==> src/design/tws_pkg.sv <==
// ----------------------------------------------------------------------------
// tws_pkg
// Shared types and constants for the threshold window zero suppressor.
// ----------------------------------------------------------------------------
package tws_pkg;

    localparam int SAMPLE_W  = 15;
    localparam int WORD_W    = 16;
    localparam int OFFSET_W  = 14;
    localparam int RUN_W     = 15;
    localparam int CFG_IDX_W = 1;

    localparam logic [SAMPLE_W-1:0] LOW_THRESHOLD_RESET  = 15'd65;
    localparam logic [SAMPLE_W-1:0] HIGH_THRESHOLD_RESET = 15'd959;
    localparam logic [RUN_W-1:0]    RUN_SATURATE         = 15'h7fff;
    localparam logic                SKIP_MARK            = 1'b1;

    // configuration register indexes
    localparam logic [CFG_IDX_W-1:0] REG_LOW_THRESHOLD  = 1'b0;
    localparam logic [CFG_IDX_W-1:0] REG_HIGH_THRESHOLD = 1'b1;

    localparam int QUEUE_DEPTH = 4;
    localparam int QUEUE_PTR_W = $clog2(QUEUE_DEPTH);

    typedef struct packed {
        logic [SAMPLE_W-1:0] sample;
        logic                record_start;
    } in_word_t;

    typedef struct packed {
        logic [WORD_W-1:0]   word;
        logic [OFFSET_W-1:0] trigger_offset;
        logic                last_of_item;
    } out_word_t;

    // one kept sample, with the skip word that precedes it if any
    typedef struct packed {
        logic                has_skip;
        logic [OFFSET_W-1:0] skip_len;
        logic [SAMPLE_W-1:0] sample;
        logic [OFFSET_W-1:0] offset;
    } cmd_t;

endpackage

==> src/design/tws_stream_if.sv <==
// ----------------------------------------------------------------------------
// tws_stream_if
// Valid/ready stream carrying one payload word per handshake.
// ----------------------------------------------------------------------------
interface tws_stream_if #(
    parameter type payload_t = logic
);
    logic     valid;
    logic     ready;
    payload_t payload;

    modport source (output valid, output payload, input ready);
    modport sink   (input valid, input payload, output ready);
endinterface

==> src/design/threshold_window_zero_suppressor.sv <==
// ----------------------------------------------------------------------------
// threshold_window_zero_suppressor
// Zero suppression of a sample stream against a threshold window.
//
//   channel   dir   width  handshake     contents
//   samples   in    16     valid/ready   sample, record_start
//   results   out   31     valid/ready   word, trigger_offset, last_of_item
//   cfg       in    16     write enable  cfg_index, cfg_data
//
// One sample is accepted per cycle while the command queue has room. A kept
// sample gives one output word, or two when a skip run precedes it; the
// output register sends one word per cycle while results is ready, so the
// back end sets the rate. Results pass through the queue and output register.
// Reset loads the default thresholds and clears record state and the queue.
// Either side may stall; the queue decouples them.
// ----------------------------------------------------------------------------
module threshold_window_zero_suppressor #(
    parameter int RECORD_MAX = 16384
) (
    input  logic                          clk,
    input  logic                          rst_n,
    tws_stream_if.sink                    samples,
    tws_stream_if.source                  results,
    input  logic                          cfg_we,
    input  logic [tws_pkg::CFG_IDX_W-1:0] cfg_index,
    input  logic [tws_pkg::SAMPLE_W-1:0]  cfg_data
);

    logic          push_valid, push_ready, pop_valid, pop;
    tws_pkg::cmd_t push_cmd, pop_cmd;

    tws_front #(
        .RECORD_MAX (RECORD_MAX)
    ) u_front (
        .clk        (clk),
        .rst_n      (rst_n),
        .in_valid   (samples.valid),
        .in_ready   (samples.ready),
        .in_payload (samples.payload),
        .cfg_we     (cfg_we),
        .cfg_index  (cfg_index),
        .cfg_data   (cfg_data),
        .push_valid (push_valid),
        .push_ready (push_ready),
        .push_cmd   (push_cmd)
    );

    tws_queue u_queue (
        .clk        (clk),
        .rst_n      (rst_n),
        .push_valid (push_valid),
        .push_ready (push_ready),
        .push_cmd   (push_cmd),
        .pop_valid  (pop_valid),
        .pop        (pop),
        .pop_cmd    (pop_cmd)
    );

    tws_back u_back (
        .clk         (clk),
        .rst_n       (rst_n),
        .cmd_valid   (pop_valid),
        .cmd         (pop_cmd),
        .cmd_pop     (pop),
        .out_valid   (results.valid),
        .out_ready   (results.ready),
        .out_payload (results.payload)
    );

endmodule

==> src/design/tws_front.sv <==
// ----------------------------------------------------------------------------
// tws_front
// Holds thresholds and record state, classifies each sample and queues
// kept samples together with any pending skip run.
// ----------------------------------------------------------------------------
module tws_front #(
    parameter int RECORD_MAX = 16384
) (
    input  logic                           clk,
    input  logic                           rst_n,
    input  logic                           in_valid,
    output logic                           in_ready,
    input  tws_pkg::in_word_t              in_payload,
    input  logic                           cfg_we,
    input  logic [tws_pkg::CFG_IDX_W-1:0]  cfg_index,
    input  logic [tws_pkg::SAMPLE_W-1:0]   cfg_data,
    output logic                           push_valid,
    input  logic                           push_ready,
    output tws_pkg::cmd_t                  push_cmd
);

    localparam int PW = $clog2(RECORD_MAX);
    localparam logic [PW-1:0] POS_LAST = PW'(RECORD_MAX - 1);

    logic [tws_pkg::SAMPLE_W-1:0] low_reg, high_reg;
    logic                         triggered_reg, triggered_next;
    logic [tws_pkg::RUN_W-1:0]    run_reg, run_next;
    logic [PW-1:0]                pos_reg, pos_next;
    logic [PW-1:0]                fkp_reg, fkp_next;

    logic                         accept, kept, trig_cur;
    logic [tws_pkg::RUN_W-1:0]    run_cur, run_less;
    logic [PW-1:0]                here, fkp_sel;
    logic [PW+tws_pkg::OFFSET_W-1:0] fkp_ext;

    assign in_ready = push_ready;
    assign accept   = in_valid && in_ready;

    always_comb
    begin
        trig_cur = in_payload.record_start ? 1'b0 : triggered_reg;
        run_cur  = in_payload.record_start ? '0 : run_reg;
        here     = in_payload.record_start ? '0 : pos_reg;
        kept     = (in_payload.sample < low_reg) || (in_payload.sample > high_reg);
        run_less = run_cur - tws_pkg::RUN_W'(1);
        fkp_sel  = trig_cur ? fkp_reg : here;
        fkp_ext  = {{tws_pkg::OFFSET_W{1'b0}}, fkp_sel};

        pos_next       = (here == POS_LAST) ? '0 : here + PW'(1);
        triggered_next = trig_cur;
        fkp_next       = fkp_reg;
        run_next       = run_cur;
        if (kept)
        begin
            triggered_next = 1'b1;
            fkp_next       = fkp_sel;
            run_next       = '0;
        end
        else if (trig_cur && (run_cur != tws_pkg::RUN_SATURATE))
        begin
            run_next = run_cur + tws_pkg::RUN_W'(1);
        end

        push_valid        = in_valid && kept;
        push_cmd.has_skip = (run_cur != '0);
        push_cmd.skip_len = run_less[tws_pkg::OFFSET_W-1:0];
        push_cmd.sample   = in_payload.sample;
        push_cmd.offset   = fkp_ext[tws_pkg::OFFSET_W-1:0];
    end

    always_ff @(posedge clk or negedge rst_n)
    begin
        if (!rst_n)
        begin
            low_reg       <= tws_pkg::LOW_THRESHOLD_RESET;
            high_reg      <= tws_pkg::HIGH_THRESHOLD_RESET;
            triggered_reg <= 1'b0;
            run_reg       <= '0;
            pos_reg       <= '0;
            fkp_reg       <= '0;
        end
        else
        begin
            if (cfg_we)
            begin
                unique case (cfg_index)
                    tws_pkg::REG_LOW_THRESHOLD:  low_reg  <= cfg_data;
                    tws_pkg::REG_HIGH_THRESHOLD: high_reg <= cfg_data;
                    default: ;
                endcase
            end
            if (accept)
            begin
                triggered_reg <= triggered_next;
                run_reg       <= run_next;
                pos_reg       <= pos_next;
                fkp_reg       <= fkp_next;
            end
        end
    end

endmodule

==> src/design/tws_queue.sv <==
// ----------------------------------------------------------------------------
// tws_queue
// Short FIFO of kept-sample commands between the front and back ends.
// ----------------------------------------------------------------------------
module tws_queue (
    input  logic          clk,
    input  logic          rst_n,
    input  logic          push_valid,
    output logic          push_ready,
    input  tws_pkg::cmd_t push_cmd,
    output logic          pop_valid,
    input  logic          pop,
    output tws_pkg::cmd_t pop_cmd
);

    localparam int CW = tws_pkg::QUEUE_PTR_W + 1;

    tws_pkg::cmd_t                  mem_reg [tws_pkg::QUEUE_DEPTH];
    logic [tws_pkg::QUEUE_PTR_W-1:0] wr_reg, rd_reg;
    logic [CW-1:0]                  count_reg, count_next;
    logic                           do_push, do_pop;

    assign push_ready = (count_reg != CW'(tws_pkg::QUEUE_DEPTH));
    assign pop_valid  = (count_reg != '0);
    assign pop_cmd    = mem_reg[rd_reg];
    assign do_push    = push_valid && push_ready;
    assign do_pop     = pop && pop_valid;

    always_comb
    begin
        count_next = count_reg;
        if (do_push && !do_pop)
            count_next = count_reg + CW'(1);
        else if (do_pop && !do_push)
            count_next = count_reg - CW'(1);
    end

    always_ff @(posedge clk or negedge rst_n)
    begin
        if (!rst_n)
        begin
            wr_reg    <= '0;
            rd_reg    <= '0;
            count_reg <= '0;
        end
        else
        begin
            count_reg <= count_next;
            if (do_push)
                wr_reg <= wr_reg + tws_pkg::QUEUE_PTR_W'(1);
            if (do_pop)
                rd_reg <= rd_reg + tws_pkg::QUEUE_PTR_W'(1);
        end
    end

    always_ff @(posedge clk)
    begin
        if (do_push)
            mem_reg[wr_reg] <= push_cmd;
    end

endmodule

==> src/design/tws_back.sv <==
// ----------------------------------------------------------------------------
// tws_back
// Expands queued commands into output words: skip word first, then sample.
// ----------------------------------------------------------------------------
module tws_back (
    input  logic               clk,
    input  logic               rst_n,
    input  logic               cmd_valid,
    input  tws_pkg::cmd_t      cmd,
    output logic               cmd_pop,
    output logic               out_valid,
    input  logic               out_ready,
    output tws_pkg::out_word_t out_payload
);

    logic               valid_reg;
    logic               skip_sent_reg, skip_sent_next;
    tws_pkg::out_word_t data_reg, data_next;
    logic               load, emit_skip;

    assign out_valid   = valid_reg;
    assign out_payload = data_reg;
    assign load        = !valid_reg || out_ready;
    assign emit_skip   = cmd.has_skip && !skip_sent_reg;
    assign cmd_pop     = load && cmd_valid && !emit_skip;

    always_comb
    begin
        data_next.trigger_offset = cmd.offset;
        if (emit_skip)
        begin
            data_next.word         = {tws_pkg::SKIP_MARK, 1'b0, cmd.skip_len};
            data_next.last_of_item = 1'b0;
            skip_sent_next         = 1'b1;
        end
        else
        begin
            data_next.word         = {1'b0, cmd.sample};
            data_next.last_of_item = 1'b1;
            skip_sent_next         = 1'b0;
        end
    end

    always_ff @(posedge clk or negedge rst_n)
    begin
        if (!rst_n)
        begin
            valid_reg     <= 1'b0;
            skip_sent_reg <= 1'b0;
        end
        else if (load)
        begin
            valid_reg <= cmd_valid;
            if (cmd_valid)
                skip_sent_reg <= skip_sent_next;
        end
    end

    always_ff @(posedge clk)
    begin
        if (load && cmd_valid)
            data_reg <= data_next;
    end

endmodule

==> src/flat_wrapper.sv <==
// flat-port wrapper written by rule: the top's interface ports become plain ports
module threshold_window_zero_suppressor_flat 
#(
    parameter int RECORD_MAX = 16384
)
  (clk, rst_n, cfg_we, cfg_index, cfg_data, samples_valid, samples_payload, samples_ready, results_valid, results_payload, results_ready);
  tws_stream_if samples_i ();
  tws_stream_if results_i ();
  input  logic clk;
  input  logic rst_n;
  input  logic cfg_we;
  input  logic [tws_pkg::CFG_IDX_W-1:0] cfg_index;
  input  logic [tws_pkg::SAMPLE_W-1:0] cfg_data;
  input wire logic [$bits(samples_i.valid)-1:0] samples_valid;
  input wire logic [$bits(samples_i.payload)-1:0] samples_payload;
  output wire logic [$bits(samples_i.ready)-1:0] samples_ready;
  output wire logic [$bits(results_i.valid)-1:0] results_valid;
  output wire logic [$bits(results_i.payload)-1:0] results_payload;
  input wire logic [$bits(results_i.ready)-1:0] results_ready;
  assign samples_i.valid = samples_valid;
  assign samples_i.payload = samples_payload;
  assign samples_ready = samples_i.ready;
  assign results_valid = results_i.valid;
  assign results_payload = results_i.payload;
  assign results_i.ready = results_ready;
  threshold_window_zero_suppressor #(.RECORD_MAX(RECORD_MAX)) u_core (.clk(clk), .rst_n(rst_n), .samples(samples_i), .results(results_i), .cfg_we(cfg_we), .cfg_index(cfg_index), .cfg_data(cfg_data));
endmodule
==> config.mk <==
export PLATFORM = sky130hd
export DESIGN_NAME = threshold_window_zero_suppressor_flat
export DESIGN_NICKNAME = d
export VERILOG_FILES = /design/src/design/tws_pkg.sv /design/src/design/tws_stream_if.sv /design/src/design/threshold_window_zero_suppressor.sv /design/src/design/tws_front.sv /design/src/design/tws_queue.sv /design/src/design/tws_back.sv /design/src/flat_wrapper.sv
export SDC_FILE = /design/constraint.sdc
export NUM_CORES = 1
export LEC_CHECK = 0
export BUFFER_PORTS_ARGS = -buffer_cell sky130_fd_sc_hd__clkbuf_2
export CAP_MARGIN = 25
export CORE_MARGIN = 3
export CORE_UTILIZATION = 55
export DETAILED_ROUTE_END_ITERATION = 16
export PLACE_DENSITY = 0.74
export RECOVER_POWER = 25
export SKIP_LAST_GASP = 1
export SLEW_MARGIN = 0
export SYNTH_ARGS = -nofsm -noshare
export SYNTH_HDL_FRONTEND = slang
export SYNTH_HIERARCHICAL = 1
export SYNTH_SLANG_ARGS = --single-unit
==> constraint.sdc <==
create_clock -name clk -period 3.1 [get_ports clk]
set_clock_uncertainty 0.1 [all_clocks]
set_input_delay 0.31 -clock clk [delete_from_list [all_inputs] [get_ports clk]]
set_output_delay 0.31 -clock clk [all_outputs]
set_load 0.01 [all_outputs]
Yosys cells after proc, flatten, opt, wreduce, memory -nomap -nowiden --
Memory sizes are Yosys's and may differ from the RTL's. Cells that the tools add are included.
Storage, ports and cells: memories 1, bits of input ports 22, register bits 84, bits in writable memories 116
Memories:
- u_core.u_queue.mem_reg | depth 4, bits a word 29, rd ports 1, clocked after memory_dff 0, write ports 1, RTL line tws_queue.sv:18 | tws_pkg::cmd_t mem_reg [tws_pkg::QUEUE_DEPTH];
Cells by class: equality and inequality tests 3, $lt $le $gt $ge 2, mux-type cells 14, add/subtract/negate cells 7, bitwise logic cells 1, reductions and logical operators 24
Operators with widths (count):
- 15-bit two-way mux | 3
- 14-bit two-way mux | 3
- 15-bit by 1-bit adder with 15-bit output (second input constant) | 1
- 1-bit by 15-bit greater-than comparator with 1-bit output (first input constant) | 1
- 1-bit by 15-bit < comparator with 1-bit output (first input constant) | 1
- 15-bit != test (second input constant) | 1
- 15-bit nonzero test | 1
- 14-bit by 1-bit adder with 14-bit output (second input constant) | 1
- 14-bit equality test (second input constant) | 1
- 14-bit by 1-bit subtractor with 14-bit output (second input constant) | 1
- 1-bit logical AND | 10
- 2-bit AND reduction | 4
- 1-bit two-way mux | 6
- 3-bit two-way mux | 2
- 1-bit zero test | 5
- 2-bit by 1-bit adder with 2-bit output (second input constant) | 2
- 3-bit by 1-bit adder with 3-bit output (second input constant) | 1
- 3-bit != test (second input constant) | 1
- 3-bit nonzero test | 1
- 3-bit by 1-bit subtractor with 3-bit output (second input constant) | 1
- 1-bit logical OR | 2
- 2-bit nonzero test | 1
- 1-bit inverter | 1

Logic depth before layout (Yosys ltp) --
depth after elaboration 8, mapped depth 14, mapped depth without buffers 14

By module --
Netlist, hierarchy kept.
By module, submodules not included:
- tws_queue | instances 1, area each 6821.5 sq um, cells an instance 265, seq. area each 5460.2 sq um
- tws_front | instances 1, area each 4898.4 sq um, cells an instance 536, seq. area each 1865.5 sq um
- tws_back | instances 1, area each 1252.5 sq um, cells an instance 87, seq. area each 980.9 sq um
- threshold_window_zero_suppressor | instances 1, area each 3.8 sq um, cells an instance 1, seq. area each 0.0 sq um

Worst setup path before layout --
OpenSTA, ideal clock, no wires.
path type register -> register, from reg u_core/u_front/high_reg[13] in the netlist's numbering, to mem u_core/u_queue/mem_reg[2][0] in the netlist's numbering, enable pin, library setup time 0.406 ns, data arrival time 2.870 ns, clock period less this slack 3.376 ns, setup slack -0.276 ns, cell stages (with the launch flop) 10, cells stage by stage dfrtp_1 -> inv_1 -> ha_1 -> nand4_1 -> nor3_4 -> o31ai_2 -> a22o_1 -> a21boi_0 -> a21boi_2 -> and2_1
Between the ends: cells in the longest elaborated chain, start to end 6
Ends and longest elaborated chain:
- start, declared | RTL line tws_front.sv:25 | logic [tws_pkg::SAMPLE_W-1:0] low_reg, high_reg;
- start signal, assigned | RTL line tws_front.sv:76 | high_reg <= tws_pkg::HIGH_THRESHOLD_RESET;
- start signal, assigned | RTL line tws_front.sv:88 | tws_pkg::REG_HIGH_THRESHOLD: high_reg <= cfg_data;
- 1-bit by 15-bit greater-than comparator with 1-bit output | RTL line tws_front.sv:44 | kept = (in_payload.sample < low_reg) || (in_payload.sample > high_reg);
- 1-bit logical OR | RTL line tws_front.sv:44
- 1-bit logical AND | RTL line tws_front.sv:64 | push_valid = in_valid && kept;
- net u_core.push_valid | RTL line threshold_window_zero_suppressor.sv:29 | logic push_valid, push_ready, pop_valid, pop;
- 1-bit logical AND | RTL line tws_queue.sv:26 | assign do_push = push_valid && push_ready;
- net u_core.u_queue.do_push | RTL line tws_queue.sv:21 | logic do_push, do_pop;
- 1-bit two-way mux | RTL line tws_queue.sv:58 | if (do_push)
- 1-bit two-way mux (implied by the code) | RTL line tws_queue.sv:59 | mem_reg[wr_reg] <= push_cmd;
- end, declared | RTL line tws_queue.sv:18
The timed path passes the listed nets, and every way through them passes these cells.

Worst setup path in the final report --
from reg u_core/u_front/high_reg[3] in the netlist's numbering, to reg u_core.u_queue.count_reg[1]
Between the ends: elaborated cells between the ends (all ways) 9, classes of those cells 1 x order compare; 1 x mux; 7 x reduce/logical
RTL lines:
- 1-bit by 15-bit greater-than comparator with 1-bit output | RTL line tws_front.sv:44
- 1-bit logical OR | RTL line tws_front.sv:44
- 1-bit logical AND | RTL line tws_front.sv:64
- net u_core.push_valid | RTL line threshold_window_zero_suppressor.sv:29
- 1-bit logical AND | RTL line tws_queue.sv:26
- net u_core.u_queue.do_push | RTL line tws_queue.sv:21
- 1-bit logical AND | RTL line tws_queue.sv:32 | if (do_push && !do_pop)
- 3-bit two-way mux | RTL line tws_queue.sv:32
- net u_core.u_queue.count_next[1] | RTL line tws_queue.sv:20 | logic [CW-1:0] count_reg, count_next;
- end signal, assigned | RTL line tws_queue.sv:48 | count_reg <= count_next;
- end, declared | RTL line tws_queue.sv:20
The timed path passes the listed nets, and every way through them passes these cells. A chain may end at the register's enable or synchronous reset.

==> impl_metrics.py <==
metrics = {
    "finish": {
        "fin_cells": 518,
        "drive_gt1_share_pct": 19.50,
        "final_util_pct": 64.50,
        "syn_to_final_growth_pct": 10.21,
        "antenna-diode-count": 0,
        "nets": 495,
        "design_area_sq_um": 4213,
    },
    "power_and_ir_drop": {
        "power_mw": 2.507,
        "leakage_nw": 2.025,
        "power_density_nw_per_um2": 595.2,
        "vdd_drop_max_mv": 0.3080,
    },
    "global_route": {
        "grtUsageTotal_pct": 20.43,
        "grt_max_degree": 34,
        "grt_pass1_wl_um": 12610,
        "grt_pass1_vias": 2834,
        "overflow": 0,
        "antenna_found_initial": 0,
    },
    "critical_path": {
        "cp.required_ns": 3.23,
        "worstSetupPathType": "flip-flop to flip-flop",
        "crit_path_max_fanout": 3,
        "cp.arrival_ns": 3.04,
        "crit_path_end_kind": "flip-flop",
        "startpoint_type": "flip-flop",
    },
    "placed_design": {
        "gp_congestion": 0.8522,
        "port_buffers": 24,
        "place_inst": 500,
        "place_area_sq_um": 3989,
        "dp_slack_ns": 0.02618,
        "dp.final_hpwl_um": 5447,
    },
    "route": {
        "routedWlPerCell_um": 13.97,
        "vias_per_cell": 5.465,
        "drt-initial-drc-count": 106,
        "num_vias": 2831,
        "route.detailed.drc": 0,
        "wl_um": 7235,
        "firstDrtPassIters": 4,
        "drtAntennaViolNets": 0,
    },
    "die": {
        "initial_core_util_pct": 58.52,
        "rows": 29,
        "die_x_um": 89.37,
        "dieArea_sq_um": 7986,
        "io_pins": 25,
        "die_h_um": 89.37,
        "core_sq_um": 6531,
    },
    "clock_network": {
        "cts_tree": "built",
        "clock_path_buffers": 2,
        "path_clk_slew_ns": 0.07,
        "clock_latency_ns": 0.34,
        "cts_made_buffers": 9,
        "cts_num_sinks": 60,
        "cts_root_buf": "clkbuf_8",
        "htree_levels": 3,
    },
    "sta": {
        "setup_slack_ns": 0.1884,
        "max_freq_mhz": 343.5,
        "slew_headroom_pct": 18.05,
        "post-route-period-util_pct": 93.92,
        "setup-tns-final_ns": 0,
        "setup_violations": 0,
        "worst_pin_slew_ns": 1.229,
        "timing.final.crit_period_ns": 2.912,
        "finalHoldViolations": 0,
        "maxSlewViolCount": 0,
        "holdWs_ns": 0.09140,
        "grt_setup_unrepaired": "no",
    },
    "synthesis": {
        "synthCells": 397,
        "avgSynthCellArea_sq_um": 9.628,
        "synth_warnings": 6,
        "syn_area_sq_um": 3822,
    },
    "run": {
        "maxCapViolations": 0,
    },
    "status": {
        "outcome": "finished clean",
    },
    "min_path": {
        "min_path_type": "input pin to flip-flop",
    },
}
worst max-delay path, stage by stage (launching register included):
cell	delay, ns
dfstp_2	0.54
inv_1	0.04
ha_1	0.27
nand4_1	0.12
a21oi_1	0.06
o31ai_2	0.26
a22o_1	0.23
a21boi_1	0.08
a21boi_2	0.18
ha_2	0.19
inv_1	0.06
fa_1	0.39
mux2_2	0.26
repair_timing:
item,in CTS,in global routing
endpoints found under the hold margin,20,0
setup endpoints to repair,0,2
hold buffers,1,0
buffers inserted,0,1
resized for setup,0,4
report_power, final:
group          switching [mW]  total [mW]  internal [mW]
clock                   0.310       0.697          0.388
combinational           0.416       0.760          0.344
sequential             0.0964        1.05          0.954
metal layers:
layer | vias to the layer above | global-route usage (%) | wire [um]
met2 | 47 | 34.70 | 3656
met1 | 1373 | 25.25 | 3236
met5 | - | 0 | 0
li1 | 1398 | - | -
met4 | 0 | 9.337 | 144
met3 | 13 | 3.594 | 197
worst paths after layout:
| kind | start | cells past startpoint | to | slack, ns |
|---|---|---|---|---|
| setup / recovery | u_core/u_front/high_reg[3] | 12 | u_core/u_queue/count_reg[1] | 0.19 |
| hold / removal | cfg_data[6] | 3 | u_core/u_front/low_reg[6] | 0.09 |
| setup reg to reg | u_core/u_front/high_reg[3] | 12 | u_core/u_queue/count_reg[1] | 0.19 |
| hold reg to reg | u_core/u_queue/rd_reg[1] | 1 | u_core/u_queue/rd_reg[1] | 0.38 |
| max in group asynchronous | rst_n | 3 | u_core/u_front/high_reg[2] | 1.12 |
| min in group asynchronous | rst_n | 2 | u_core/u_back/out_valid | 0.66 |
cell type report:
cell class / count / area [sq um]
clock buffer: 11 / 141.4
clock inverter: 5 / 51.30
fill: 548 / 2318
inverter: 43 / 168.9
multi-input combinational: 292 / 2052
sequential: 60 / 1540
tap: 77 / 96.34
timing repair buffer: 30 / 162.7
cell usage in the layout, fill, tap and decap left out, types with 9 or more instances in the layout:
master / instances
nand4_1: 9
clkbuf_8: 10
conb_1: 30
dfstp_2: 11
dfrtp_1: 44
nor2_1: 21
clkbuf_2: 23
a21oi_1: 16
o21ai_0: 28
inv_1: 42
ha_1: 34
nand2_1: 45
mux2_2: 19
Note: power is estimated with default switching activity, not from simulation.
